File: config.mk
export PLATFORM = sky130hd
export DESIGN_NAME = band_level_meter_peak_hold
export DESIGN_NICKNAME = d
export VERILOG_FILES = /design/src/rtl/blmph_pkg.sv /design/src/rtl/blmph_ctrl.sv /design/src/rtl/blmph_dp.sv /design/src/rtl/band_level_meter_peak_hold.sv
export VERILOG_INCLUDE_DIRS = /design/src /design/src/rtl
export SDC_FILE = /design/constraint.sdc
export NUM_CORES = 2
export LEC_CHECK = 0
export BUFFER_PORTS_ARGS = -buffer_cell sky130_fd_sc_hd__buf_4
export CORE_AREA = 2 2 435 437
export CTS_CLUSTER_DIAMETER = 50
export DETAILED_ROUTE_END_ITERATION = 10
export DIE_AREA = 0 0 437 439
export PLACE_DENSITY = 0.75
export RECOVER_POWER = 50
export SKIP_CTS_REPAIR_TIMING = 1
export SLEW_MARGIN = 40
export SYNTH_ARGS = -nofsm -noshare
export SYNTH_HDL_FRONTEND = slang
export SYNTH_HIERARCHICAL = 1
export SYNTH_SLANG_ARGS = --single-unit
File: constraint.sdc
create_clock -name clk -period 8.1 [get_ports clk]
set_input_delay 1.62 -clock clk [delete_from_list [all_inputs] [get_ports clk]]
set_output_delay 1.62 -clock clk [all_outputs]
set_load 0.02 [all_outputs]
File: src/rtl/band_level_meter_peak_hold_assert.svh
// Assertion helpers shared by the band level meter modules.
// Both expect a clock named clk and a synchronous reset named rst in scope.
`ifndef BAND_LEVEL_METER_PEAK_HOLD_ASSERT_SVH
`define BAND_LEVEL_METER_PEAK_HOLD_ASSERT_SVH

`define BLMPH_ASSERT(lbl, prop, msg) \
  lbl: assert property (@(posedge clk) disable iff (rst) prop) else $error(msg);

`define BLMPH_ASSERT_NEXT(lbl, ante, cons, msg) \
  lbl: assert property (@(posedge clk) disable iff (rst) (ante) |=> (cons)) else $error(msg);

`endif

File: src/rtl/blmph_pkg.sv
`timescale 1ns / 1ps
package blmph_pkg;

  localparam int Bands       = 64;
  localparam int BandBits    = 6;
  localparam int BinBits     = 24;
  localparam int LevelBits   = 12;
  localparam int HoldBits    = 8;
  localparam int DbBits      = 8;
  localparam int ExpBits     = 5;
  localparam int LogBits     = 14;
  localparam int ProdBits    = 26;
  localparam int NumBits     = 16;
  localparam int RemBits     = 28;
  localparam int CfgIdxBits  = 3;
  localparam int CfgDataBits = 12;
  localparam int DbPerLog2   = 1541;
  localparam int DivSteps    = 12;
  localparam int DivCntBits  = 4;

  localparam logic [CfgIdxBits-1:0] CFG_MIN_DB     = 3'd0;
  localparam logic [CfgIdxBits-1:0] CFG_FULL_SCALE = 3'd1;
  localparam logic [CfgIdxBits-1:0] CFG_LEVEL_FALL = 3'd2;
  localparam logic [CfgIdxBits-1:0] CFG_PEAK_HOLD  = 3'd3;
  localparam logic [CfgIdxBits-1:0] CFG_PEAK_FALL  = 3'd4;

  typedef struct packed {
    logic acc;
    logic close;
    logic lz;
    logic logf;
    logic mul;
    logic clamp;
    logic prod;
    logic div_step;
    logic upd;
  } dp_cmd_t;

  typedef struct packed {
    logic out_free;
  } dp_sts_t;

  typedef struct packed {
    logic [HoldBits-1:0]  hold;
    logic [LevelBits-1:0] peak;
    logic [LevelBits-1:0] bar;
  } band_word_t;

endpackage

File: src/rtl/blmph_ctrl.sv
`timescale 1ns / 1ps
module blmph_ctrl (
  input  logic               clk,
  input  logic               rst,
  input  logic               bin_valid,
  input  logic               last_in_band,
  output logic               bin_stall,
  input  blmph_pkg::dp_sts_t sts,
  output blmph_pkg::dp_cmd_t cmd
);

  typedef enum logic [2:0] {
    S_IDLE, S_LZ, S_LOGF, S_MUL, S_CLAMP, S_PROD, S_DIV, S_UPD
  } state_t;

  state_t state;
  logic [blmph_pkg::DivCntBits-1:0] cnt;

  always_ff @(posedge clk) begin
    if (rst) begin
      state <= S_IDLE;
      cnt   <= '0;
    end else begin
      case (state)
        S_IDLE:  if (bin_valid && last_in_band) state <= S_LZ;
        S_LZ:    state <= S_LOGF;
        S_LOGF:  state <= S_MUL;
        S_MUL:   state <= S_CLAMP;
        S_CLAMP: state <= S_PROD;
        S_PROD: begin
          state <= S_DIV;
          cnt   <= blmph_pkg::DivCntBits'(blmph_pkg::DivSteps - 1);
        end
        S_DIV: begin
          if (cnt == '0) state <= S_UPD;
          else cnt <= cnt - 1'b1;
        end
        S_UPD:   if (sts.out_free) state <= S_IDLE;
        default: state <= S_IDLE;
      endcase
    end
  end

  always_comb begin
    bin_stall    = (state != S_IDLE);
    cmd.acc      = (state == S_IDLE) && bin_valid;
    cmd.close    = (state == S_IDLE) && bin_valid && last_in_band;
    cmd.lz       = (state == S_LZ);
    cmd.logf     = (state == S_LOGF);
    cmd.mul      = (state == S_MUL);
    cmd.clamp    = (state == S_CLAMP);
    cmd.prod     = (state == S_PROD);
    cmd.div_step = (state == S_DIV);
    cmd.upd      = (state == S_UPD) && sts.out_free;
  end

`include "band_level_meter_peak_hold_assert.svh"
  `BLMPH_ASSERT_NEXT(a_div_to_upd, state == S_DIV && cnt == '0, state == S_UPD, "divider overran")
  `BLMPH_ASSERT_NEXT(a_upd_wait, state == S_UPD && !sts.out_free, state == S_UPD, "update lost")
  `BLMPH_ASSERT(a_cnt_range, state == S_DIV |-> cnt < blmph_pkg::DivCntBits'(blmph_pkg::DivSteps), "bad count")

endmodule

File: src/rtl/blmph_dp.sv
`timescale 1ns / 1ps
module blmph_dp (
  input  logic                                   clk,
  input  logic                                   rst,
  input  blmph_pkg::dp_cmd_t                     cmd,
  output blmph_pkg::dp_sts_t                     sts,
  input  logic signed [blmph_pkg::BinBits-1:0]   bin_value,
  input  logic [blmph_pkg::BandBits-1:0]         band_index,
  input  logic                                   cfg_we,
  input  logic [blmph_pkg::CfgIdxBits-1:0]       cfg_index,
  input  logic [blmph_pkg::CfgDataBits-1:0]      cfg_data,
  output logic                                   result_valid,
  input  logic                                   result_stall,
  output logic [blmph_pkg::BandBits-1:0]         band_number,
  output logic [blmph_pkg::LevelBits-1:0]        bar_level,
  output logic [blmph_pkg::LevelBits-1:0]        peak_level
);

  localparam int BB = blmph_pkg::BinBits;
  localparam int LB = blmph_pkg::LevelBits;

  // Configuration registers
  logic signed [blmph_pkg::DbBits-1:0] min_db;
  logic [LB-1:0] full_scale, level_fall, peak_fall;
  logic [blmph_pkg::HoldBits-1:0] peak_hold;

  always_ff @(posedge clk) begin
    if (rst) begin
      min_db     <= -8'sd70;
      full_scale <= 12'd1000;
      level_fall <= 12'd40;
      peak_hold  <= 8'd40;
      peak_fall  <= 12'd10;
    end else if (cfg_we) begin
      case (cfg_index)
        blmph_pkg::CFG_MIN_DB:     min_db     <= cfg_data[blmph_pkg::DbBits-1:0];
        blmph_pkg::CFG_FULL_SCALE: full_scale <= cfg_data[LB-1:0];
        blmph_pkg::CFG_LEVEL_FALL: level_fall <= cfg_data[LB-1:0];
        blmph_pkg::CFG_PEAK_HOLD:  peak_hold  <= cfg_data[blmph_pkg::HoldBits-1:0];
        blmph_pkg::CFG_PEAK_FALL:  peak_fall  <= cfg_data[LB-1:0];
        default: ;
      endcase
    end
  end

  // Magnitude and running maximum
  logic [BB-1:0] mag, rmax, max_next, m_r;
  logic [blmph_pkg::BandBits-1:0] band_r;

  always_comb begin
    mag      = bin_value[BB-1] ? (~bin_value + 1'b1) : bin_value;
    max_next = (mag > rmax) ? mag : rmax;
  end

  always_ff @(posedge clk) begin
    if (rst) begin
      rmax <= '0;
    end else if (cmd.acc) begin
      rmax <= cmd.close ? '0 : max_next;
    end
  end

  always_ff @(posedge clk) begin
    if (cmd.close) begin
      m_r    <= max_next;
      band_r <= band_index;
    end
  end

  // Band store with one valid bit per band, so reset reads as all zero.
  blmph_pkg::band_word_t mem [blmph_pkg::Bands];
  blmph_pkg::band_word_t rd, stored, wr;
  logic [blmph_pkg::Bands-1:0] vld;
  logic rd_vld;

  always_ff @(posedge clk) begin
    if (cmd.close) rd <= mem[band_index];
    if (cmd.upd) mem[band_r] <= wr;
  end

  always_ff @(posedge clk) begin
    if (rst) begin
      vld    <= '0;
      rd_vld <= 1'b0;
    end else begin
      if (cmd.close) rd_vld <= vld[band_index];
      if (cmd.upd) vld[band_r] <= 1'b1;
    end
  end

  // Leading one, then log2 in Q.8
  logic [blmph_pkg::ExpBits-1:0] e_c, e_r;
  logic zero_r;
  logic [BB-1:0] norm;
  logic [blmph_pkg::LogBits-9:0] le;
  logic signed [blmph_pkg::LogBits-1:0] l_r;

  always_comb begin
    e_c = '0;
    for (int k = 0; k < BB; k++) begin
      if (m_r[k]) e_c = blmph_pkg::ExpBits'(k);
    end
    norm = m_r << (blmph_pkg::ExpBits'(BB - 1) - e_r);
    le   = (blmph_pkg::LogBits - 8)'(e_r) - (blmph_pkg::LogBits - 8)'(BB - 1);
  end

  always_ff @(posedge clk) begin
    if (cmd.lz) begin
      e_r    <= e_c;
      zero_r <= (m_r == '0);
    end
    if (cmd.logf) l_r <= {le, norm[BB-2 -: 8]};
  end

  // dB in Q.8 and distance above the floor in Q8.8
  logic signed [11:0] k_db;
  logic signed [blmph_pkg::ProdBits-1:0] p_r;
  logic signed [blmph_pkg::ProdBits-9:0] db;
  logic [blmph_pkg::DbBits-1:0] nfl;
  logic [blmph_pkg::NumBits-1:0] dvs, num_r;
  logic signed [blmph_pkg::ProdBits-8:0] above;

  always_comb begin
    k_db  = 12'(blmph_pkg::DbPerLog2);
    db    = p_r[blmph_pkg::ProdBits-1:8];
    nfl   = min_db[blmph_pkg::DbBits-1] ? blmph_pkg::DbBits'(-min_db) : 8'd1;
    dvs   = {nfl, 8'b0};
    above = (blmph_pkg::ProdBits - 7)'(db) + $signed({3'b0, dvs});
  end

  always_ff @(posedge clk) begin
    if (cmd.mul) p_r <= l_r * k_db;
    if (cmd.clamp) begin
      num_r <= (zero_r || above < 0) ? '0 : above[blmph_pkg::NumBits-1:0];
    end
  end

  // Restoring divider for full_scale * num / -floor, one quotient bit a cycle
  logic [blmph_pkg::RemBits-1:0] rem, dsh;
  logic [LB-1:0] quot;

  always_ff @(posedge clk) begin
    if (cmd.prod) begin
      rem  <= blmph_pkg::RemBits'(full_scale) * blmph_pkg::RemBits'(num_r);
      dsh  <= blmph_pkg::RemBits'(dvs) << (blmph_pkg::DivSteps - 1);
      quot <= '0;
    end else if (cmd.div_step) begin
      if (rem >= dsh) begin
        rem  <= rem - dsh;
        quot <= {quot[LB-2:0], 1'b1};
      end else begin
        quot <= {quot[LB-2:0], 1'b0};
      end
      dsh <= dsh >> 1;
    end
  end

  // Bar and peak update
  logic [LB-1:0] bar_dec, bar_up, peak_t;
  logic [blmph_pkg::HoldBits-1:0] hold_t;

  always_comb begin
    stored  = rd_vld ? rd : '0;
    bar_dec = (stored.bar > level_fall) ? stored.bar - level_fall : '0;
    bar_up  = (bar_dec < quot) ? quot : bar_dec;
    wr.bar  = (bar_up > full_scale) ? full_scale : bar_up;
    if (stored.hold >= peak_hold) begin
      peak_t = (stored.peak > peak_fall) ? stored.peak - peak_fall : '0;
      hold_t = stored.hold;
    end else begin
      peak_t = stored.peak;
      hold_t = stored.hold + 1'b1;
    end
    if (peak_t < quot) begin
      wr.peak = quot;
      wr.hold = '0;
    end else begin
      wr.peak = peak_t;
      wr.hold = hold_t;
    end
  end

  // Output register
  assign sts.out_free = !result_valid || !result_stall;

  always_ff @(posedge clk) begin
    if (rst) begin
      result_valid <= 1'b0;
    end else if (cmd.upd) begin
      result_valid <= 1'b1;
    end else if (!result_stall) begin
      result_valid <= 1'b0;
    end
  end

  always_ff @(posedge clk) begin
    if (cmd.upd) begin
      band_number <= band_r;
      bar_level   <= wr.bar;
      peak_level  <= wr.peak;
    end
  end

`include "band_level_meter_peak_hold_assert.svh"
  `BLMPH_ASSERT(a_target_le_fs, cmd.upd |-> quot <= full_scale, "target above full scale")
  `BLMPH_ASSERT_NEXT(a_max_cleared, cmd.close, rmax == '0, "running max not cleared")
  `BLMPH_ASSERT(a_out_from_upd, $rose(result_valid) |-> $past(cmd.upd), "result without update")

endmodule

File: src/rtl/band_level_meter_peak_hold.sv
`timescale 1ns / 1ps
// Spectrum bar meter with peak hold. Bins are taken one per cycle while the block is idle; the
// bin flagged last_in_band closes its band and holds the bin side stalled through its steps
// (leading-one search, log2, dB multiply, clamp, product, a restoring divider for the level
// mapping, then the store update), longer only if the previous result is still waiting
// to be taken. One result per closed band leaves through a registered output. Band state
// lives in a 64-entry memory with a valid bit per band, so it reads as zero after reset
// without a clearing pass.
module band_level_meter_peak_hold (
  input  logic                                 clk,
  input  logic                                 rst,
  input  logic                                 bin_valid,
  output logic                                 bin_stall,
  input  logic signed [blmph_pkg::BinBits-1:0] bin_value,
  input  logic [blmph_pkg::BandBits-1:0]       band_index,
  input  logic                                 last_in_band,
  output logic                                 result_valid,
  input  logic                                 result_stall,
  output logic [blmph_pkg::BandBits-1:0]       band_number,
  output logic [blmph_pkg::LevelBits-1:0]      bar_level,
  output logic [blmph_pkg::LevelBits-1:0]      peak_level,
  input  logic                                 cfg_we,
  input  logic [blmph_pkg::CfgIdxBits-1:0]     cfg_index,
  input  logic [blmph_pkg::CfgDataBits-1:0]    cfg_data
);

  blmph_pkg::dp_cmd_t cmd;
  blmph_pkg::dp_sts_t sts;

  blmph_ctrl u_ctrl (
    .clk          (clk),
    .rst          (rst),
    .bin_valid    (bin_valid),
    .last_in_band (last_in_band),
    .bin_stall    (bin_stall),
    .sts          (sts),
    .cmd          (cmd)
  );

  blmph_dp u_dp (
    .clk          (clk),
    .rst          (rst),
    .cmd          (cmd),
    .sts          (sts),
    .bin_value    (bin_value),
    .band_index   (band_index),
    .cfg_we       (cfg_we),
    .cfg_index    (cfg_index),
    .cfg_data     (cfg_data),
    .result_valid (result_valid),
    .result_stall (result_stall),
    .band_number  (band_number),
    .bar_level    (bar_level),
    .peak_level   (peak_level)
  );

endmodule
==> qor.yml <==
route:
  ant_nets: 0
  drc: 0
  detail_route.wirelength_mm: 269
  drt_iter0_drc: 6644
  detail_route.vias_per_cell: 6.42
  wl_per_cell_um: 30.2
  dr.pass1.iters: 6
  via_count: 57200
logic_synthesis:
  synthCells: 6025
  synth_seq_area_share_pct: 66.5
  synth_cell_types: 90
  syn-cell-area_mm2: 0.106
  async_flop_share_pct: 0
  ys_seq_elements: 2410
  yosysWarningCount: 6
  synth-main-ff-cell: "edfxtp_1"
  syn-num-nets: 6534
  synth_edf_count: 2230
  syn_avg_cell_area_um2: 17.6
timing:
  clock_skew_ns: 0.0561
  hold-worst-slack_ns: 0.455
  setup_viol_count_final: 0
  slew_viol_final: 2454
  slew_headroom_pct: -256
  maxClockFrequency_ghz: 0.129
  post-route-min-period_ns: 7.76
  rsz0062_at_grt: "no"
  hold_violations: 0
  final.setup.tns_ns: 0
  timing_worst_slew_pin_value_ns: 5.34
  min_period_over_period_pct: 95.8
cells_and_area:
  multi_input_area_mm2: 0.0334
  fin_nets: 6719
  drive_gt1_share_pct: 19.8
  fillers: 12700
  mostFrequentLayoutCells: "edfxtp_1 (2230), mux4_2 (690), inv_1 (377), nand2_1 (339), nor2_1 (305)"
  final_common_cell: "edfxtp_1"
  seqCellArea_mm2: 0.0706
  synthToLayoutAreaGrowth_pct: 10.9
  stdcell_count: 8915
  design_area_mm2: 0.118
clocking:
  cts-htree-levels: 4
  cts_buffers: 239
  clkSinkCount: 2410
  clk_latency_ns: 0.90
  cts_tree: "done"
  clk_pin_slew_ns: 0.06
  ctsLongestPathBuffers: 3
  clock-root-buffer: "clkbuf_16"
floorplan:
  num_rows: 159
  coreArea_mm2: 0.187
  die_x_um: 437
  io_pins: 83
  start_util_pct: 56.8
  dieHeight_um: 439
  die_area_mm2: 0.192
power_and_ir_drop:
  peakVddDrop_v: 0.000237
  clock_power_share_pct: 39.8
  intPower_uw: 20800
  p_comb_share_pct: 10.1
  swShare_pct: 23.8
  p_per_area_mw_per_mm2: 232
  total_leakage_power_uw: 0.0409
  p_switching_uw: 6490
  seq_power_share_pct: 50.1
grt:
  grt_pass1_vias: 57600
  track_usage_pct: 28.3
  grt_max_degree: 101
  grt_pass1_wl_mm: 394
  antenna_found_initial: 13
  overflow: 0
setup_path:
  cp_max_fo: 55
  end_kind: "register"
  critical_path_arrival_ns: 8.31
  critPathRequiredTime_ns: 8.65
  worstSetupPathType: "input port to register"
  worstSetupStartpointType: "input port"
placed_design:
  io_buffers: 82
  dp_hpwl_mm: 153
  dpl-instance-area_mm2: 0.111
  routabilityCongestion: 0.883
  dp_cells: 8461
job:
  cap_violations: 76
min_path:
  hold_class: "register to register"
run_status:
  status: "finished with violations"
  violations: "max-capacitance violations, max-slew violations"
==> registers in the layout, indices dropped and copies added, names as in the netlist, 12 cells and up <==
register and cells:
u_dp/vld 64, u_dp/quot 12, u_dp/peak_level 12, u_dp/rmax 24, u_dp/dsh 27, u_dp/m_r 24
u_dp/num_r 16, u_dp/bar_level 12, u_dp/peak_fall 12, u_dp/full_scale 12, u_dp/level_fall 12, u_dp/rem 28
u_dp/l_r 14, u_dp/mem 2048, u_dp/p_r 18, u_dp/rd 32
==> logic make-up after synthesis <==
| family | count (synthesis) | share of synthesized area, % |
|---|---|---|
| AO/OA/AOI/OAI | 497 | 3.08 |
| adder cells (fa/ha/maj) | 458 | 6.54 |
| XOR/XNOR | 104 | 0.858 |
| multiplexers | 810 | 15.8 |
| flip-flops | 2410 | 66.5 |
| buffers and inverters | 666 | 2.46 |
| AND/OR/NAND/NOR | 1080 | 4.75 |
==> Yosys cell counts, types with 6 or more instances <==
| master | instances | share of area [%] |
|---|---|---|
| edfxtp_1 | 2230 | 63 |
| mux4_2 | 690 | 15 |
| inv_1 | 378 | 1.3 |
| nand2_1 | 339 | 1.2 |
| nor2_1 | 339 | 1.2 |
| ha_1 | 296 | 3.5 |
| clkbuf_1 | 197 | 0.70 |
| dfxtp_1 | 180 | 3.4 |
| fa_1 | 162 | 3.1 |
| a21oi_1 | 148 | 0.70 |
| o21ai_0 | 120 | 0.57 |
| and2_1 | 106 | 0.62 |
| xnor2_1 | 73 | 0.60 |
| mux2i_1 | 72 | 0.68 |
| nor3_1 | 64 | 0.30 |
| buf_2 | 58 | 0.27 |
| mux2_2 | 42 | 0.45 |
| a21o_1 | 37 | 0.26 |
| nand3_1 | 35 | 0.16 |
| nor4_1 | 33 | 0.19 |
| nor2b_1 | 32 | 0.19 |
| xor2_1 | 31 | 0.26 |
| buf_1 | 25 | 0.088 |
| a311o_1 | 24 | 0.23 |
| nand4_1 | 24 | 0.14 |
| nand2b_1 | 21 | 0.12 |
| o21a_1 | 20 | 0.14 |
| a22o_1 | 17 | 0.14 |
| or3_1 | 15 | 0.088 |
| and3_1 | 14 | 0.082 |
| a211oi_1 | 13 | 0.092 |
| nand3b_1 | 13 | 0.092 |
| a211o_1 | 12 | 0.099 |
| o31ai_1 | 12 | 0.085 |
| o21bai_1 | 11 | 0.078 |
| a31oi_1 | 10 | 0.059 |
| or2_2 | 9 | 0.053 |
| a21boi_0 | 7 | 0.049 |
| nor3b_1 | 7 | 0.049 |
| o41ai_1 | 7 | 0.058 |
| and4_1 | 6 | 0.049 |
| mux2_4 | 6 | 0.085 |
| o211ai_1 | 6 | 0.042 |
| o22ai_1 | 6 | 0.035 |
==> metal layers <==
metal  part of all wire, %  vias up  wire length, um  GRT usage, %
li1                      -    23900                -             -
met1                    37    29700            98600          38.0
met2                    50     3119           135000          47.5
met3                   9.6      563            25900          4.93
met4                   3.7        4            10000          9.23
met5                 0.010        -               27             0
==> power by group through the flow <==
stage	combinational, uW	clock, uW	sequential [uW]
5_1_grt	3100	11400	13700
3_5_place_dp	2750	0	14000
2_1_floorplan	2100	0	13900
3_3_place_gp	2670	0	14000
4_1_cts	2770	11000	13700
6_report	2770	10900	13700
==> worst max-delay path, cell delays in order <==
cell,delay [ns]
clkbuf_1,3.69
clkbuf_2,1.75
mux4_2,0.51
mux4_2,0.63
==> path summary, 6_finish.rpt <==
path                                    from  slack [ns]  cells after the start                              end
max reg2reg         u_dp/rd_vld$_SDFFE_PP0P_        0.83                     27        u_dp/mem[54][3]$_DFFE_PP_
min reg2reg  u_dp/level_fall[7]$_SDFFE_PP0P_        0.45                      2  u_dp/level_fall[7]$_SDFFE_PP0P_
max                            band_index[4]        0.34                      4            u_dp/rd[23]$_DFFE_PP_
min          u_dp/level_fall[7]$_SDFFE_PP0P_        0.45                      2  u_dp/level_fall[7]$_SDFFE_PP0P_
==> layout make-up <==
cell class | count | area share (%)
clock buffers | 294 | 5.29
flip-flops and latches | 2410 | 59.9
clock inverters | 154 | 1.23
well taps | 2495 | 2.65
inverters | 381 | 1.21
diodes | 3 | 0.00638
repair buffers | 229 | 1.29
multi-input cells | 2949 | 28.4
==> through the flow <==
| stage | power [uW] | util [%] | worst slack, ns |
|---|---|---|---|
| after floorplan | 16000 | - | 0.0297 |
| after global placement | 16600 | 59.1 | 0.830 |
| after detailed placement | 16700 | 59.3 | 0.832 |
| after CTS | 27500 | 63.4 | 0.840 |
| after global routing | 28200 | 63.0 | 0.381 |
| final | 27300 | 63.0 | 0.344 |
(Power assumes the default switching activity.)
